<file path="src/buffer_free_list_manager_defines.svh">
// Assertion macros shared by the buffer free-list manager modules
`ifndef BUFFER_FREE_LIST_MANAGER_DEFINES_SVH
`define BUFFER_FREE_LIST_MANAGER_DEFINES_SVH

// same-cycle implication, checked out of reset
`define BFL_ASSERT_NOW(lbl, ante, cons, msg) \
  lbl: assert property (@(posedge clk) disable iff (!rst_n) (ante) |-> (cons)) else $error(msg);

// next-cycle implication, checked out of reset
`define BFL_ASSERT_NEXT(lbl, ante, cons, msg) \
  lbl: assert property (@(posedge clk) disable iff (!rst_n) (ante) |=> (cons)) else $error(msg);

`endif

</file>
<file path="src/bfl_pkg.sv">
// Shared types and constants of the buffer free-list manager
package bfl_pkg;

  localparam int NUM_BUFFERS = 64;
  localparam int ID_W        = $clog2(NUM_BUFFERS);
  localparam int CNT_W       = $clog2(NUM_BUFFERS + 1);
  localparam int IN_ID_W     = 7;
  localparam int LIMIT_W     = 16;
  localparam int STATUS_W    = 3;

  localparam logic [CNT_W-1:0]   NUM_BUF_C  = CNT_W'(NUM_BUFFERS);
  localparam logic [IN_ID_W-1:0] NUM_BUF_ID = IN_ID_W'(NUM_BUFFERS);
  localparam logic [LIMIT_W:0]   OVF_BASE   = (LIMIT_W + 1)'(NUM_BUFFERS + 1);

  localparam logic CMD_ACQUIRE = 1'b0;
  localparam logic CMD_RELEASE = 1'b1;

  typedef enum logic [STATUS_W-1:0] {
    ST_FIXED    = 3'd0,
    ST_OVERFLOW = 3'd1,
    ST_WAIT     = 3'd2,
    ST_RELEASED = 3'd3,
    ST_IGNORED  = 3'd4
  } status_t;

  // controller to datapath commands
  typedef struct packed {
    logic load;   // latch the incoming item
    logic exec;   // carry out the latched item
  } dp_cmd_t;

endpackage

</file>
<file path="src/bfl_ram.sv">
// Generic single-write, single-read RAM with registered read data
module bfl_ram #(
  parameter int WIDTH = 8,
  parameter int DEPTH = 64
) (
  input  logic                     clk,
  input  logic                     we,
  input  logic [$clog2(DEPTH)-1:0] waddr,
  input  logic [WIDTH-1:0]         wdata,
  input  logic [$clog2(DEPTH)-1:0] raddr,
  output logic [WIDTH-1:0]         rdata
);

  logic [WIDTH-1:0] mem [DEPTH];

  always_ff @(posedge clk) begin
    if (we) begin
      mem[waddr] <= wdata;
    end
    rdata <= mem[raddr];
  end

endmodule

</file>
<file path="src/bfl_ctrl.sv">
// Controller: sequences accept, execute and result hand-off
`include "buffer_free_list_manager_defines.svh"

module bfl_ctrl (
  input  logic             clk,
  input  logic             rst_n,
  input  logic             in_valid,
  output logic             in_stall,
  output logic             out_valid,
  input  logic             out_stall,
  output bfl_pkg::dp_cmd_t cmd
);

  typedef enum logic [1:0] {S_IDLE, S_EXEC, S_OUT} state_t;

  state_t state_r;
  logic   out_valid_r;
  logic   accept;

  // a new item may enter once the previous result is gone or leaves now
  assign in_stall  = !((state_r == S_IDLE) || ((state_r == S_OUT) && !out_stall));
  assign accept    = in_valid && !in_stall;
  assign out_valid = out_valid_r;
  assign cmd.load  = accept;
  assign cmd.exec  = (state_r == S_EXEC);

  always_ff @(posedge clk) begin
    if (!rst_n) begin
      state_r     <= S_IDLE;
      out_valid_r <= 1'b0;
    end else begin
      unique case (state_r)
        S_IDLE: begin
          if (accept) begin
            state_r <= S_EXEC;
          end
        end
        S_EXEC: begin
          state_r     <= S_OUT;
          out_valid_r <= 1'b1;
        end
        S_OUT: begin
          if (!out_stall) begin
            out_valid_r <= 1'b0;
            state_r     <= accept ? S_EXEC : S_IDLE;
          end
        end
        default: begin
          state_r     <= S_IDLE;
          out_valid_r <= 1'b0;
        end
      endcase
    end
  end

  `BFL_ASSERT_NEXT(a_accept_execs, accept, state_r == S_EXEC, "accepted item not executed")
  `BFL_ASSERT_NOW(a_hold_blocks_in, out_valid_r && out_stall, in_stall, "input taken while result held")
  `BFL_ASSERT_NOW(a_valid_in_out, out_valid_r, state_r == S_OUT, "result valid outside hand-off")

endmodule

</file>
<file path="src/bfl_dp.sv">
// Datapath: free-id stack, counters, limit register and result registers
`include "buffer_free_list_manager_defines.svh"

module bfl_dp (
  input  logic                           clk,
  input  logic                           rst_n,
  input  bfl_pkg::dp_cmd_t               cmd,
  input  logic                           in_cmd,
  input  logic [bfl_pkg::IN_ID_W-1:0]    in_buffer_id,
  input  logic                           cfg_we,
  input  logic [bfl_pkg::LIMIT_W-1:0]    cfg_data,
  output logic [bfl_pkg::STATUS_W-1:0]   out_status,
  output logic [bfl_pkg::ID_W-1:0]       out_granted_id,
  output logic [bfl_pkg::CNT_W-1:0]      out_free_count,
  output logic [bfl_pkg::CNT_W-1:0]      out_acquired_count,
  output logic [bfl_pkg::LIMIT_W-1:0]    out_ovf_total
);

  logic                          cmd_r;
  logic [bfl_pkg::IN_ID_W-1:0]   id_r;
  logic [bfl_pkg::CNT_W-1:0]     top_r, top_nxt;
  logic [bfl_pkg::LIMIT_W-1:0]   ovf_r, ovf_nxt;
  logic [bfl_pkg::LIMIT_W-1:0]   limit_r;
  logic [bfl_pkg::NUM_BUFFERS-1:0] vld_r;

  logic [bfl_pkg::ID_W-1:0]      pop_addr;
  logic [bfl_pkg::ID_W-1:0]      ram_q;
  logic [bfl_pkg::ID_W-1:0]      pop_id;
  logic                          push;
  logic [bfl_pkg::LIMIT_W:0]     ovf_sum;
  logic                          ovf_ok;
  bfl_pkg::status_t              status_nxt;
  logic [bfl_pkg::ID_W-1:0]      grant_nxt;

  // top of stack entry; read is issued on accept, data used in execute
  assign pop_addr = bfl_pkg::ID_W'(top_r - bfl_pkg::CNT_W'(1));
  assign pop_id   = vld_r[pop_addr] ? ram_q : pop_addr;
  assign push     = cmd.exec && (cmd_r == bfl_pkg::CMD_RELEASE) &&
                    (id_r < bfl_pkg::NUM_BUF_ID) && (top_r < bfl_pkg::NUM_BUF_C);

  assign ovf_sum = {1'b0, ovf_r} + bfl_pkg::OVF_BASE;
  assign ovf_ok  = (ovf_r != '1) &&
                   ((limit_r == '0) || (ovf_sum <= {1'b0, limit_r}));

  bfl_ram #(
    .WIDTH (bfl_pkg::ID_W),
    .DEPTH (bfl_pkg::NUM_BUFFERS)
  ) u_stack (
    .clk   (clk),
    .we    (push),
    .waddr (top_r[bfl_pkg::ID_W-1:0]),
    .wdata (id_r[bfl_pkg::ID_W-1:0]),
    .raddr (pop_addr),
    .rdata (ram_q)
  );

  always_comb begin
    top_nxt    = top_r;
    ovf_nxt    = ovf_r;
    grant_nxt  = '0;
    status_nxt = bfl_pkg::ST_WAIT;
    if (cmd_r == bfl_pkg::CMD_ACQUIRE) begin
      if (top_r != '0) begin
        top_nxt    = top_r - bfl_pkg::CNT_W'(1);
        grant_nxt  = pop_id;
        status_nxt = bfl_pkg::ST_FIXED;
      end else if (ovf_ok) begin
        ovf_nxt    = ovf_r + bfl_pkg::LIMIT_W'(1);
        status_nxt = bfl_pkg::ST_OVERFLOW;
      end
    end else if (id_r < bfl_pkg::NUM_BUF_ID) begin
      if (top_r < bfl_pkg::NUM_BUF_C) begin
        top_nxt    = top_r + bfl_pkg::CNT_W'(1);
        status_nxt = bfl_pkg::ST_RELEASED;
      end else begin
        status_nxt = bfl_pkg::ST_IGNORED;
      end
    end else begin
      if (ovf_r != '0) begin
        ovf_nxt    = ovf_r - bfl_pkg::LIMIT_W'(1);
        status_nxt = bfl_pkg::ST_RELEASED;
      end else begin
        status_nxt = bfl_pkg::ST_IGNORED;
      end
    end
  end

  always_ff @(posedge clk) begin
    if (!rst_n) begin
      top_r   <= bfl_pkg::NUM_BUF_C;
      ovf_r   <= '0;
      limit_r <= '0;
      vld_r   <= '0;
    end else begin
      if (cfg_we) begin
        limit_r <= cfg_data;
      end
      if (cmd.exec) begin
        top_r <= top_nxt;
        ovf_r <= ovf_nxt;
      end
      if (push) begin
        vld_r[top_r[bfl_pkg::ID_W-1:0]] <= 1'b1;
      end
    end
  end

  // payload registers
  always_ff @(posedge clk) begin
    if (cmd.load) begin
      cmd_r <= in_cmd;
      id_r  <= in_buffer_id;
    end
    if (cmd.exec) begin
      out_status         <= status_nxt;
      out_granted_id     <= grant_nxt;
      out_free_count     <= top_nxt;
      out_acquired_count <= bfl_pkg::NUM_BUF_C - top_nxt;
      out_ovf_total      <= ovf_nxt;
    end
  end

  `BFL_ASSERT_NOW(a_top_bound, 1'b1, top_r <= bfl_pkg::NUM_BUF_C, "free count above pool size")
  `BFL_ASSERT_NEXT(a_ovf_quiet, !cmd.exec, $stable(ovf_r), "overflow count moved outside execute")
  `BFL_ASSERT_NOW(a_push_room, push, top_r != bfl_pkg::NUM_BUF_C, "push onto a full stack")

endmodule

</file>
<file path="src/buffer_free_list_manager.sv">
// An accepted item passes through S_EXEC, then its result is registered with out_valid and holds until taken.
// One item at a time: a new item can enter in the cycle its predecessor's result is taken, but
//   not before; the controller holds it off while a result is still waiting.
// Reset (synchronous, rst_n low): all fixed buffers free with entry i holding id i (per-entry
//   valid bits, no clearing pass), overflow count 0, total buffer limit 0 (unlimited).
// Configuration is always ready; total_buffer_limit is written when cfg_valid is high.
module buffer_free_list_manager (
  input  logic                         clk,
  input  logic                         rst_n,
  // item input
  input  logic                         in_valid,
  output logic                         in_stall,
  input  logic                         in_cmd,
  input  logic [bfl_pkg::IN_ID_W-1:0]  in_buffer_id,
  // result output
  output logic                         out_valid,
  input  logic                         out_stall,
  output logic [bfl_pkg::STATUS_W-1:0] out_status,
  output logic [bfl_pkg::ID_W-1:0]     out_granted_id,
  output logic [bfl_pkg::CNT_W-1:0]    out_free_count,
  output logic [bfl_pkg::CNT_W-1:0]    out_acquired_count,
  output logic [bfl_pkg::LIMIT_W-1:0]  out_ovf_total,
  // configuration
  input  logic                         cfg_valid,
  output logic                         cfg_ready,
  input  logic [bfl_pkg::LIMIT_W-1:0]  cfg_total_buffer_limit
);

  bfl_pkg::dp_cmd_t dp_cmd;

  // limit register is a plain flop, so writes never wait
  assign cfg_ready = 1'b1;

  // controller: one item in flight, result held in output registers
  bfl_ctrl u_ctrl (
    .clk       (clk),
    .rst_n     (rst_n),
    .in_valid  (in_valid),
    .in_stall  (in_stall),
    .out_valid (out_valid),
    .out_stall (out_stall),
    .cmd       (dp_cmd)
  );

  // datapath: LIFO of free ids plus overflow accounting
  bfl_dp u_dp (
    .clk                (clk),
    .rst_n              (rst_n),
    .cmd                (dp_cmd),
    .in_cmd             (in_cmd),
    .in_buffer_id       (in_buffer_id),
    .cfg_we             (cfg_valid && cfg_ready),
    .cfg_data           (cfg_total_buffer_limit),
    .out_status         (out_status),
    .out_granted_id     (out_granted_id),
    .out_free_count     (out_free_count),
    .out_acquired_count (out_acquired_count),
    .out_ovf_total      (out_ovf_total)
  );

endmodule

</file>
<file path="config.mk">
export PLATFORM = sky130hd
export DESIGN_NAME = buffer_free_list_manager
export DESIGN_NICKNAME = d
export VERILOG_FILES = /design/src/bfl_pkg.sv /design/src/bfl_ram.sv /design/src/bfl_ctrl.sv /design/src/bfl_dp.sv /design/src/buffer_free_list_manager.sv
export VERILOG_INCLUDE_DIRS = /design/src /design/src/src
export SDC_FILE = /design/constraint.sdc
export NUM_CORES = 1
export LEC_CHECK = 0
export BUFFER_PORTS_ARGS = -buffer_cell sky130_fd_sc_hd__buf_4
export CAP_MARGIN = 20
export CORE_MARGIN = 3
export CORE_UTILIZATION = 30
export DETAILED_ROUTE_END_ITERATION = 10
export MAX_ROUTING_LAYER = met4
export PLACE_DENSITY_LB_ADDON = 0.3
export SETUP_SLACK_MARGIN = 0.15
export SLEW_MARGIN = 20
export SYNTH_ARGS = -nofsm -noshare
export SYNTH_HDL_FRONTEND = slang
export SYNTH_SLANG_ARGS = --single-unit
export TNS_END_PERCENT = 100
</file>
<file path="constraint.sdc">
create_clock -name clk -period 4.45 [get_ports clk]
set_input_delay 0.89 -clock clk [delete_from_list [all_inputs] [get_ports clk]]
set_output_delay 0.89 -clock clk [all_outputs]
set_load 0.01 [all_outputs]
</file>
======== Word level (Yosys, flattened, before mapping) ========
Memories as Yosys holds them, arrays and structs flattened. A register that Yosys moved wholly into a read port is not among the register bits.
Cells that the tools add are included.
operators by class
  order comparisons ....................... 6
  mux-type cells .......................... 28
  bitwise gates (word level) .............. 3
  reductions and logical operators ........ 18
  equal/unequal tests ..................... 5
  $add $sub $neg .......................... 6
operators by type and width
  kind                                                                                 count
  16-bit two-way mux                                                                   5
  64-bit OR                                                                            1
  7-bit two-way mux                                                                    4
  16-bit by 7-bit adder with 17-bit output, second input constant                      1
  17-bit by 16-bit <= comparator with 1-bit output                                     1
  16-bit by 1-bit adder with 16-bit output, second input constant                      1
  16-bit zero test                                                                     1
  16-bit != test, second input constant                                                1
  16-bit nonzero test                                                                  1
  16-bit by 1-bit subtractor with 16-bit output, second input constant                 1
  3-bit two-way mux                                                                    5
  6-bit by 7-bit < comparator with 1-bit output, second input constant                 2
  7-bit < comparator, second input constant                                            2
  7-bit by 1-bit adder with 7-bit output, second input constant                        1
  1-bit logical AND                                                                    7
  7-bit nonzero test                                                                   1
  7-bit by 1-bit subtractor with 7-bit output, second input constant                   1
  7-bit subtractor, first input constant                                               1
  1-bit binary-select mux with 6-bit select                                            1
  1-bit demux with 6-bit select                                                        1
  6-bit by 1-bit greater-or-equal comparator with 1-bit output, second input constant  1
  1-bit two-way mux                                                                    6
  2-bit two-way mux                                                                    3
  6-bit two-way mux                                                                    1
  12 further kinds                                                                     16
word-level totals
  memories ................................ 1
  bits in writable memories ............... 384
  output and inout bits ................... 42
  word-level logic and storage cells ...... 80
  register bits after elaboration ......... 153
  bits of input ports ..................... 29
memory list
  memory            depth  width  read ports  clocked after Yosys merged registers in  wr ports  line           RTL
  u_dp.u_stack.mem  64     6      1           1                                        1         bfl_ram.sv:14  logic [WIDTH-1:0] mem [DEPTH];

======== Depth between registers and ports, before layout ========
Gate-level depths: netlist of the first run.
  word-level depth ........................ 7
  gate-level depth with buffers ........... 17
  gate-level depth less buffers ........... 14

======== By module ========
A second synthesis of the first run with hierarchy kept.
second synthesis, totals
  cell total of the unflattened synthesis .. 1591
  area total of the unflattened synthesis .. 23249.8 um2
by module, submodules not included
  module                    sequential area each (um2)  instances  area an instance (um2)  cells an instance
  bfl_ram                   11651.2                     1          15225.9                 720
  bfl_dp                    3443.3                      1          7876.3                  855
  bfl_ctrl                  60.1                        1          136.4                   14
  buffer_free_list_manager  0.0                         1          11.3                    2

======== Worst setup path before layout of the first run ========
OpenSTA, ideal clock, no wires.
  path kind ............................... register to register
  start ................................... reg u_dp.ovf_r[0] in the netlist's numbering
  end ..................................... reg u_dp.ovf_r[14] in the netlist's numbering
  path buffers ............................ 1
  arrival ................................. 3501 ps
  required time ........................... 4328 ps
  period minus slack after synthesis ...... 3623 ps
  setup slack ............................. 827 ps
  setup time .............................. 122 ps
  cell stages (with the launch flop) ...... 16
  path through ............................ dfxtp_1 ha_1 and3_1 and3_1 buf_2 o21ai_0 nor2_1 xor2_1 ha_1 nand3_1 nor3_1 a31oi_1 or3_1 o22ai_2 mux2i_1 a311o_1
on the way
  cells in the longest elaborated chain, start to end .. 7
  elaborated cells on any way between the ends .. 13
  those cells by class .................... add/sub (3); order compare (1); eq/ne (1); mux (5); reduce/logical (3)
ends and longest elaborated chain
  element                                           line           RTL
  start, declared                                   bfl_dp.sv:22   logic [bfl_pkg::LIMIT_W-1:0] ovf_r, ovf_nxt;
  start signal, assigned                            bfl_dp.sv:100  ovf_r <= ovf_nxt;
  16-bit by 7-bit adder with 17-bit output          bfl_dp.sv:41   assign ovf_sum = {1'b0, ovf_r} + bfl_pkg::OVF_BASE;
  17-bit by 16-bit <= comparator with 1-bit output  bfl_dp.sv:43   ((limit_r == '0) || (ovf_sum <= {1'b0, limit_r}));
  1-bit logical OR                                  bfl_dp.sv:43
  1-bit logical AND                                 bfl_dp.sv:42   assign ovf_ok = (ovf_r != '1) &&
  16-bit two-way mux                                bfl_dp.sv:67   end else if (ovf_ok) begin
  16-bit two-way mux                                bfl_dp.sv:63   if (top_r != '0) begin
  16-bit two-way mux (*)                            bfl_dp.sv:62   if (cmd_r == bfl_pkg::CMD_ACQUIRE) begin
Every way passes the cells marked *; elsewhere a longest branch is shown, timed or not.
A chain may end at the register's enable or synchronous reset.

======== Worst setup path in the final report of the first run ========
  start ................................... reg u_dp.ovf_r[0] in the netlist's numbering
  end ..................................... reg u_dp.out_ovf_total[11] in the netlist's numbering, data pin
on the way
  cells in the longest elaborated chain, start to end .. 7
  elaborated cells on any way between the ends .. 13
  those cells by class .................... add/sub (3); order compare (1); eq/ne (1); mux (5); reduce/logical (3)
ends and longest elaborated chain
  element                                           line           RTL
  16-bit by 7-bit adder with 17-bit output          bfl_dp.sv:41
  17-bit by 16-bit <= comparator with 1-bit output  bfl_dp.sv:43
  1-bit logical OR                                  bfl_dp.sv:43
  1-bit logical AND                                 bfl_dp.sv:42
  16-bit two-way mux                                bfl_dp.sv:67
  16-bit two-way mux                                bfl_dp.sv:63
  16-bit two-way mux (*)                            bfl_dp.sv:62
  via u_dp.ovf_nxt, one bit                         bfl_dp.sv:22
  end signal, assigned                              bfl_dp.sv:119  out_ovf_total <= ovf_nxt;
  end, declared                                     bfl_dp.sv:16   output logic [bfl_pkg::LIMIT_W-1:0] out_ovf_total
Mark *: on every way through the listed nets, which the timed path passes. The rest lies on a longest branch.

==> impl_metrics.tcl, run 1 <==
set metrics [dict create \
    outcome "finished, final reports clean" \
    post-route-util_pct 35.2 \
    layout.area.seq_mm2 0.0152 \
    timing.critical_path.cells "ha_1 > and3_1 > and3_1 > buf_4 > o21ai_0 > xnor2_1 > ha_1 > nand4_1 > or3_1 > o211ai_1 > a21o_1 > o22ai_1 > a41oi_1 > xnor2_1" \
    rsz0062_at_grt "false" \
    die_h_um 283 \
    antenna_found_initial 0 \
    maxSlewHeadroom_pct 45.9 \
    detailedRoute.firstPassIterationCount 5 \
    starting_density_of_the_core_pct 30.6 \
    timing.final.setup_violations 0 \
    number_of_max_cap_violations 0 \
    holdBufCountCts 0 \
    cts_inserted_buffers 59 \
    first_global_vias 13200 \
    clock_pin_slew_reported_for_the_worst_setup_and_hold_paths_after_clock_tree_synthesis_ps 60 \
    syn2layout_area_growth_pct 15.3 \
    setup.worst_path.start_class "flip-flop" \
    finalCriticalPeriod_ps 4030 \
    setup_total_negative_slack_ps 0 \
    postSynth.asyncResetShare_pct 0 \
    ctsRootBufferMaster "clkbuf_16" \
    critPathKind "reg2reg" \
    crit_required_ps 4820 \
    wl_per_cell_um 21.6 \
    max_stage_delay_ps 530 \
    multiInputGateArea_mm2 0.00724 \
    gp_congestion 0.890 \
    clock_tree.htree_level_count 2 \
    count_of_distinct_cell_types_in_the_synthesized_netlist 82 \
    hold_viol_final 0 \
    final.setup_skew_ps 33.6 \
    ratio_of_total_power_to_cell_area_mw_per_mm2 455 \
    cts_tree "done" \
    slowest_stage "a21o_1" \
    fillerInstances 7127 \
    n_antenna_cell 0 \
    achievable-frequency_mhz 248 \
    number_of_antenna_violating_nets_in_the_routed_design 0 \
    port_buffers 69 \
    wire_length_of_the_first_global_routing_pass_mm 84.6 \
    numClockSinks 542 \
    final_net_count 1614 \
    synth_fp_nets 1536 \
    floorplan.io_pins 71 \
    clock_tree.buffer_depth 3 \
    grt_max_degree 65 \
    critical_path.top_delay_family "compound AO/OA/AOI/OAI gates" \
    timing_worst_slew_pin_value_ps 809 \
    routed_wirelength_mm 55.7 \
    placedInstanceArea_mm2 0.0246 \
    rows 100 \
    die_area_mm2 0.0799 \
    die_w_um 283 \
    worst_ep_arrival_time_ps 4400 \
    detailroute.via_count 13000 \
    synth_warnings 0 \
    postCtsSetupBuffers 0 \
    worst-path-buf-inv 1 \
    globalRouteOverflowTotal 0 \
    critical_path.max_fanout 13 \
    grtUsageTotal_pct 14.5 \
    proportion_of_layout_cells_with_a_drive_suffix_above_1_pct 22.7 \
    drc 0 \
    synth.cell_area_mm2 0.0230 \
    timing.hold.worst.class "in2reg" \
    capturing_element_type_of_the_critical_path "flip-flop" \
    ys_seq_area_share_pct 66.0 \
    detailed_place_hpwl_mm 35.9 \
    core_region_area_mm2 0.0751 \
    netlist_instances 1485 \
    vias_per_inst 5.04 \
    top_ff_cell_synth "edfxtp_1" \
    drt_first_iter_violations 1085 \
    ys_seq_elements 542 \
    post_synth.cell_area_avg_um2 15.5 \
    final_min_period_over_clock_period_pct 90.5 \
    maxSlewViolCount 0 \
    p_leak_nw 8.65 \
    synth_enable_flop_cells 430 \
    insertion_delay_ps 640 \
    worst_ir_drop_vdd_mv 0.295 \
    design_area_mm2 0.0265 \
]
==> cell usage after synthesis (8+ instances only) <==
| cell | instances | share of area [%] |
|---|---|---|
| edfxtp_1 | 430 | 56 |
| a211oi_1 | 12 | 0.39 |
| nor3_1 | 17 | 0.37 |
| or3_1 | 14 | 0.38 |
| nand2b_1 | 8 | 0.22 |
| buf_2 | 27 | 0.59 |
| nor2_1 | 259 | 4.2 |
| clkbuf_1 | 41 | 0.67 |
| buf_4 | 12 | 0.39 |
| dfxtp_1 | 112 | 9.8 |
| nand4_1 | 13 | 0.35 |
| o21ai_0 | 15 | 0.33 |
| nand3_1 | 26 | 0.57 |
| nand2_1 | 61 | 1.0 |
| a21oi_1 | 28 | 0.61 |
| buf_6 | 8 | 0.39 |
| nor2b_1 | 8 | 0.22 |
| mux2i_1 | 46 | 2.0 |
| mux4_2 | 136 | 13 |
| xnor2_1 | 27 | 1.0 |
| ha_1 | 22 | 1.2 |
| xor2_1 | 13 | 0.50 |
| inv_1 | 29 | 0.47 |
==> worst register-to-register path, stage by stage (launching register included) <==
cell      delay, ps
dfxtp_1         480
ha_1            300
and3_1          210
and3_1          190
buf_4           190
o21ai_0         110
xnor2_1         170
ha_1            330
nand4_1         160
or3_1           340
o211ai_1        120
a21o_1          530
o22ai_1         280
a41oi_1         310
xnor2_1          90
==> metal layers <==
layer,wire (um),global-route usage (%),part of all wire [%]
met1,24300,19.0,44
met2,26600,23.0,48
met3,3290,2.68,5.9
met4,1580,4.41,2.8
met5,0,-,0
==> layout by cell type, fill, tap and decap left out, types with 28 or more instances in the layout <==
| master | synthesis | routed |
|---|---|---|
| nor2_1 | 259 | 259 |
| mux2i_1 | 46 | 46 |
| buf_4 | 12 | 104 |
| nand2_1 | 61 | 61 |
| a21oi_1 | 28 | 28 |
| mux4_2 | 136 | 136 |
| clkbuf_16 | 0 | 59 |
| inv_1 | 29 | 28 |
| dfxtp_1 | 112 | 111 |
| edfxtp_1 | 430 | 430 |
==> what timing repair did <==
item / in CTS / in global routing
endpoints found under the setup margin: 0 / 8
endpoints found under the hold margin: 0 / 0
gates resized for setup: 0 / 2
==> report_power, final <==
part           switching (W)  leakage [nW]  internal, W
Sequential          0.000100          4.79      0.00561
Clock                0.00205         0.907      0.00261
Combinational       0.000964          2.95     0.000700
Total                0.00311          8.65      0.00892
==> through the flow <==
stage	power, W	hold slack (ps)	std cells	setup WS [ps]
global placement	0.00746	444	2471	448
finish	0.0120	457	2583	421
global route	0.0125	427	2583	185
floorplan	0.00694	435	1485	827
CTS	0.0122	425	2583	301
detailed placement	0.00749	455	2471	334
==> final cells by class <==
class	instances	area share, %
clock inverters	28	0.884
clock buffers	84	6.12
inverters	30	0.430
multi-input cells	821	27.4
well taps	969	4.58
flip-flops and latches	542	57.3
repair buffers	109	3.33
==> logic make-up (layout without fill, tap and decap cells) <==
family / Yosys count / after routing / synth area share (%)
adder cells (fa/ha/maj): 23 / 23 / 1.24
XOR/XNOR: 43 / 43 / 1.79
flip-flops: 542 / 542 / 66.0
other: 1 / 1 / 0.0163
multiplexers: 184 / 184 / 15.5
AO/OA/AOI/OAI: 109 / 109 / 3.48
AND/OR/NAND/NOR: 461 / 461 / 9.38
buffers and inverters: 122 / 251 / 2.60
==> flip-flops by register name (all words and copies together), names as in the netlist, 7 cells and up <==
name / cells
u_dp.top_r: 7
u_dp.out_free_count: 7
u_dp.vld_r: 64
u_dp.id_r: 7
u_dp.out_ovf_total: 16
u_dp.u_stack.mem: 384
u_dp.limit_r: 16
u_dp.ovf_r: 16
==> worst paths after layout <==
kind	start	to	slack [ps]	cells after the start
setup / recovery	u_dp.ovf_r[0]	u_dp.out_ovf_total[11]	420	14
hold reg to reg	u_dp.vld_r[52]	u_dp.vld_r[52]	470	2
setup reg to reg	u_dp.ovf_r[0]	u_dp.out_ovf_total[11]	420	14
hold / removal	in_buffer_id[0]	u_dp.id_r[0]	460	1
Note: power is estimated with default switching activity, not from simulation.
==> inputs of run 2 (changes only) <==
- CORE_UTILIZATION: 30 -> 62
==> run 2 against run 1 <==
Count of clock-buffer cells in the layout decreased by 17. Flip-flop and latch count unchanged. Via count increased by 3.2%. First-iteration DRC count increased by 18%. Sequential power about the same. Final area decreased by 3.2%. Critical endpoint is now u_dp.out_ovf_total[14]. Largest power group unchanged.
==> impl_metrics.tcl, run 2 (synthesis gave the netlist of run 1 again) <==
set metrics [dict create \
    outcome "finished, final reports clean" \
    final_common_cell "edfxtp_1" \
    achievable-frequency_mhz 252 \
    grt_max_degree 107 \
    first_global_vias 13400 \
    insertion_delay_ps 610 \
    ctsRootBufferMaster "clkbuf_16" \
    final.setup_skew_ps 22.3 \
    maxSlewViolCount 0 \
    power.total_w 0.0118 \
    drc 0 \
    die_w_um 198 \
    p_seq_share_pct 48.5 \
    floorplan.io_pins 71 \
    number_of_antenna_violating_nets_in_the_routed_design 0 \
    syn2layout_area_growth_pct 11.6 \
    vias_per_inst 6.54 \
    final_cell_mix "edfxtp_1, nor2_1, mux4_2" \
    placedInstanceArea_mm2 0.0238 \
    cts_tree "done" \
    die_h_um 198 \
    design_area_mm2 0.0256 \
    finalCriticalPeriod_ps 3970 \
    rsz0062_at_grt "false" \
    detailed_place_hpwl_mm 33.0 \
    part_of_the_power_in_combinational_logic_pct 13.4 \
    postCtsSetupBuffers 0 \
    globalRouteOverflowTotal 0 \
    clock_tree.buffer_depth 3 \
    r2r_end "u_dp.out_ovf_total[14]" \
    detailroute.via_count 13400 \
    p_sw_w 0.00296 \
    wl_per_cell_um 25.9 \
    multiInputGateArea_mm2 0.00723 \
    setup.worst_path.start_class "flip-flop" \
    layout.area.seq_mm2 0.0152 \
    port_buffers 69 \
    number_of_max_cap_violations 0 \
    die_area_mm2 0.0394 \
    final_net_count 1599 \
    post_route_hold_slack_ps 462 \
    detailedRoute.firstPassIterationCount 5 \
    capturing_element_type_of_the_critical_path "flip-flop" \
    clock_tree.htree_level_count 2 \
    power_switching_share_pct 25.1 \
    fillerInstances 2213 \
    core_region_area_mm2 0.0360 \
    timing.final.setup_violations 0 \
    maxSlewHeadroom_pct 40.6 \
    setup_total_negative_slack_ps 0 \
    numClockSinks 542 \
    min-delay-start "in_cmd" \
    timing.rr.start "u_dp.ovf_r[0]" \
    cts_inserted_buffers 53 \
    proportion_of_layout_cells_with_a_drive_suffix_above_1_pct 22.3 \
    wire_length_of_the_first_global_routing_pass_mm 81.7 \
    timing.hold.worst.class "in2reg" \
    rows 69 \
    grtUsageTotal_pct 28.6 \
    p_leak_nw 8.55 \
    r2r.worst_path.cells 14 \
    timing.reg2reg.setup_slack_ps 480 \
    timing_worst_slew_pin_value_ps 891 \
    holdBufCountCts 0 \
    clock_pin_slew_reported_for_the_worst_setup_and_hold_paths_after_clock_tree_synthesis_ps 60 \
    hold_path_depth 1 \
    regMostFlops "u_dp.u_stack.mem" \
    critPathKind "reg2reg" \
    critical_path.max_fanout 13 \
    starting_density_of_the_core_pct 63.8 \
    holdPathEnd "u_dp.cmd_r" \
    worst_ir_drop_vdd_mv 0.353 \
    crit_required_ps 4800 \
    routed_wirelength_mm 53.3 \
    largest_register_ff_count 384 \
    hold_viol_final 0 \
    antenna_found_initial 1 \
    gp_congestion 0.926 \
    p_int_w 0.00886 \
    ratio_of_total_power_to_cell_area_mw_per_mm2 462 \
    worst_ep_arrival_time_ps 4320 \
    reg.largest.list "u_dp.u_stack.mem (384), u_dp.vld_r (64)" \
    drt_first_iter_violations 1280 \
    clkPwrFrac_pct 38.1 \
    final_min_period_over_clock_period_pct 89.3 \
]
run 2: cell count changes in the layout (fill, tap and decap cells not counted), moves of 3 or more:
cell,delta
buf_12,-4
buf_4,-5
bufinv_16,+4
clkbuf_1,-11
clkbuf_16,-6
clkinv_2,+3
clkinv_8,+3
run 2: layout make-up:
cell class / instances / area share [%]
flip-flops and latches: 542 / 59.2
multi-input cells: 821 / 28.2
clock buffers: 67 / 5.58
repair buffers: 100 / 2.98
well taps: 461 / 2.25
clock inverters: 33 / 1.28
inverters: 30 / 0.445
diodes: 1 / 0.00977
run 2: power by group through the flow:
stage	logic [W]	registers, W	clock network (W)
global placement	0.00153	0.00583	0
global route	0.00171	0.00574	0.00473
detailed placement	0.00157	0.00583	0
CTS	0.00158	0.00572	0.00455
finish	0.00159	0.00573	0.00450
floorplan	0.00114	0.00580	0
run 2: what timing repair did:
item,CTS,global route
endpoints found under the setup margin,0,4
resized for setup,0,1
endpoints found under the hold margin,0,0
run 2: metrics by stage:
stage	setup slack, ps	util, %	std cells
after floorplan	827	-	1485
after CTS	459	71.1	2054
final	476	71.1	2055
after detailed placement	492	66.2	1954
after global placement	573	66.2	1954
after global routing	209	71.1	2055
run 2: per-layer routing:
layer	GRT usage [%]	routed length, um
met5	-	0
met2	44.6	26100
met1	38.8	20900
met3	5.39	4510
met4	9.46	1840
run 2: worst max path at each step:
stage / from / to / cells past startpoint
finish: u_dp.ovf_r[0] / u_dp.out_ovf_total[14] / 14
CTS: u_dp.ovf_r[0] / u_dp.out_ovf_total[1] / 13
floorplan: u_dp.ovf_r[0] / u_dp.ovf_r[14] / 15
global placement: u_dp.ovf_r[0] / u_dp.out_ovf_total[11] / 13
detailed placement: u_dp.ovf_r[0] / u_dp.out_ovf_total[1] / 13
global route: u_dp.ovf_r[0] / u_dp.out_ovf_total[10] / 15
run 2: critical path, cell delays in order (launching register included):
cell	delay, ps
dfxtp_1	500
ha_1	320
and3_1	200
and3_1	240
o21ai_0	170
nor2_1	160
xor2_1	200
ha_1	280
a21o_1	180
a21oi_1	120
o21ai_0	90
a21o_1	370
o22a_1	380
o41ai_2	380
xor2_1	110
==> inputs of run 3 (changes only) <==
- ABC_AREA: default -> 1
==> run 3 against run 2 <==
Core utilization fell by 0.51 points. First-iteration DRC count increased by 75%. Die area is 0.29% higher. Clock skew up 6.0 ps. Synthesized cell count rose by 43%. Area after synthesis rose by 0.30%. Sequential share of layout area up 0.29 points. Register-to-register slack better by 550 ps. Count of clock-buffer cells in the layout shrank 1. Hold slack gained 2.1 ps.
==> impl_metrics.tcl, run 3 <==
set metrics [dict create \
    holdBufCountCts 0 \
    post-synth-top-count-cell "nor2_1" \
    port_buffers 69 \
    clock_pin_slew_reported_for_the_worst_setup_and_hold_paths_after_clock_tree_synthesis_ps 60 \
    number_of_antenna_violating_nets_in_the_routed_design 0 \
    rsz0062_at_grt "false" \
    timing_worst_slew_pin_value_ps 1110 \
    detailed_place_hpwl_mm 33.8 \
    setup.worst_path.start_class "flip-flop" \
    grtUsageTotal_pct 29.5 \
    die_h_um 199 \
    rows 69 \
    globalRouteOverflowTotal 0 \
    postCtsSetupBuffers 0 \
    final.setup_skew_ps 28.3 \
    post-synth-top-area-fraction_pct 56.1 \
    worst_ir_drop_vdd_mv 0.300 \
    wl_per_cell_um 21.3 \
    postSynth.asyncResetShare_pct 0 \
    synth_warnings 0 \
    syn2layout_area_growth_pct 10.7 \
    layout.area.seq_mm2 0.0152 \
    top_ff_cell_synth "edfxtp_1" \
    insertion_delay_ps 610 \
    antenna_found_initial 0 \
    achievable-frequency_mhz 292 \
    count_of_distinct_cell_types_in_the_synthesized_netlist 52 \
    first_global_vias 15800 \
    regMostFlops "u_dp.u_stack.mem" \
    clock_tree.htree_level_count 2 \
    fillerInstances 2506 \
    hold_viol_final 0 \
    setup_total_negative_slack_ps 0 \
    placedInstanceArea_mm2 0.0237 \
    wire_length_of_the_first_global_routing_pass_mm 87.5 \
    cts_inserted_buffers 52 \
    resize_count_post_cts 0 \
    top_cells_by_area_synth "edfxtp_1, dfxtp_1, nor2_1" \
    p_leak_nw 9.06 \
    core_region_area_mm2 0.0361 \
    die_area_mm2 0.0395 \
    maxSlewHeadroom_pct 26.0 \
    timing.hold.worst.class "reg2reg" \
    multiInputGateArea_mm2 0.00680 \
    synth_commonest_cells "nor2_1, edfxtp_1, o21ai_0" \
    final_min_period_over_clock_period_pct 77.0 \
    starting_density_of_the_core_pct 63.8 \
    grt_max_degree 228 \
    critical_path.max_fanout 9 \
    gp_congestion 0.985 \
    outcome "finished, final reports clean" \
    timing.final.setup_violations 0 \
    proportion_of_layout_cells_with_a_drive_suffix_above_1_pct 11.3 \
    clock_tree.buffer_depth 3 \
    synth_enable_flop_cells 430 \
    drt_first_iter_violations 2245 \
    ys_seq_elements 542 \
    drc 0 \
    finalCriticalPeriod_ps 3430 \
    design_area_mm2 0.0255 \
    critPathKind "reg2reg" \
    final_net_count 2187 \
    reg.largest.list "u_dp.u_stack.mem (384), u_dp.vld_r (64)" \
    numClockSinks 542 \
    netlist_instances 2118 \
    number_of_max_cap_violations 0 \
    maxSlewViolCount 0 \
    ratio_of_total_power_to_cell_area_mw_per_mm2 461 \
    ctsRootBufferMaster "clkbuf_16" \
    vias_per_inst 6.20 \
    final_common_cell "nor2_1" \
    routed_wirelength_mm 56.3 \
    post_synth.cell_area_avg_um2 10.9 \
    ys_seq_area_share_pct 65.8 \
    capturing_element_type_of_the_critical_path "flip-flop" \
    synth_largest_area_cell "edfxtp_1" \
    detailroute.via_count 16400 \
    final_cell_mix "nor2_1, edfxtp_1, o21ai_0" \
    crit_required_ps 4780 \
    synth_fp_nets 2169 \
    detailedRoute.firstPassIterationCount 6 \
    worst_ep_arrival_time_ps 3760 \
    largest_register_ff_count 384 \
    die_w_um 199 \
    n_antenna_cell 0 \
    synth.cell_area_mm2 0.0230 \
    floorplan.io_pins 71 \
    cts_tree "done" \
]
-- run 3: cell types whose count changed after synthesis, moves of 32 or more --
cell,before,now
mux4_2,136,0
o221ai_1,0,62
nand3_1,26,98
o211ai_1,5,44
nor2_1,259,485
mux2i_1,46,0
o22ai_1,3,35
nand2_1,61,126
inv_1,29,103
o21ai_0,15,269
-- run 3: per-layer routing --
metal | share of wire, % | track usage [%]
met2 | 48 | 46.3
met3 | 8.5 | 5.30
met5 | 0 | -
met4 | 3.9 | 11.7
met1 | 40 | 38.8
-- run 3: worst paths after layout --
| kind | start | slack (ps) | end | cells past startpoint |
|---|---|---|---|---|
| min | u_dp.vld_r[21] | 460 | u_dp.vld_r[21] | 2 |
| max reg2reg | u_dp.ovf_r[0] | 1020 | u_dp.out_ovf_total[3] | 21 |
| max | u_dp.ovf_r[0] | 1020 | u_dp.out_ovf_total[3] | 21 |
| min reg2reg | u_dp.vld_r[21] | 460 | u_dp.vld_r[21] | 2 |
-- run 3: cell type report --
cell class	instances	area share [%]
Clock inverter	32	1.34
Timing Repair Buffer	90	2.75
Inverter	125	1.89
Clock buffer	66	5.59
Tap cell	461	2.26
Sequential cell	542	59.5
Multi-Input combinational cell	1325	26.7
-- run 3: worst max-delay path, cell delays in order (launching register included) --
cell     delay (ps)
dfxtp_1         430
ha_1            220
nand2_1          90
nor2_4          140
inv_1            50
nor2_1          150
nor2_1           60
nor3_1          250
nand2_1         100
xor2_1          150
ha_1            290
a21o_1          190
a21oi_1         120
nand2_1          60
nor2_1          130
nand2_2          90
nand2_4         130
nand3_4         140
inv_4           140
nand2_1          70
nand3_1          90
nand2_1          70
-- run 3: cell families after synthesis --
group	count (synthesis)	share of synthesized area [%]
DFF	542	65.8
and+or+nand+nor	782	14.4
other	1	0.0163
adders and majority gates	22	1.20
buffers and inverters	251	4.75
xor gates and xnor gates	24	1.06
AOI/OAI and AO/OA	496	12.7
-- run 3: per-stage QoR --
step | power [W] | setup WS, ps | cells | util, % | hold WS [ps]
after CTS | 0.0118 | 1050 | 2641 | 70.6 | 450
after global routing | 0.0121 | 517 | 2641 | 70.6 | 452
after global placement | 0.00729 | 1220 | 2543 | 65.7 | 444
after floorplan | 0.00681 | 1470 | 2118 | - | 435
after detailed placement | 0.00733 | 1070 | 2543 | 65.7 | 454
final | 0.0118 | 1020 | 2641 | 70.6 | 464
-- run 3: where the power goes --
group / internal (W) / total [W] / switching, W
clock: 0.00258 / 0.00449 / 0.00192
combinational: 0.000476 / 0.00161 / 0.00113
sequential: 0.00558 / 0.00565 / 0.0000755
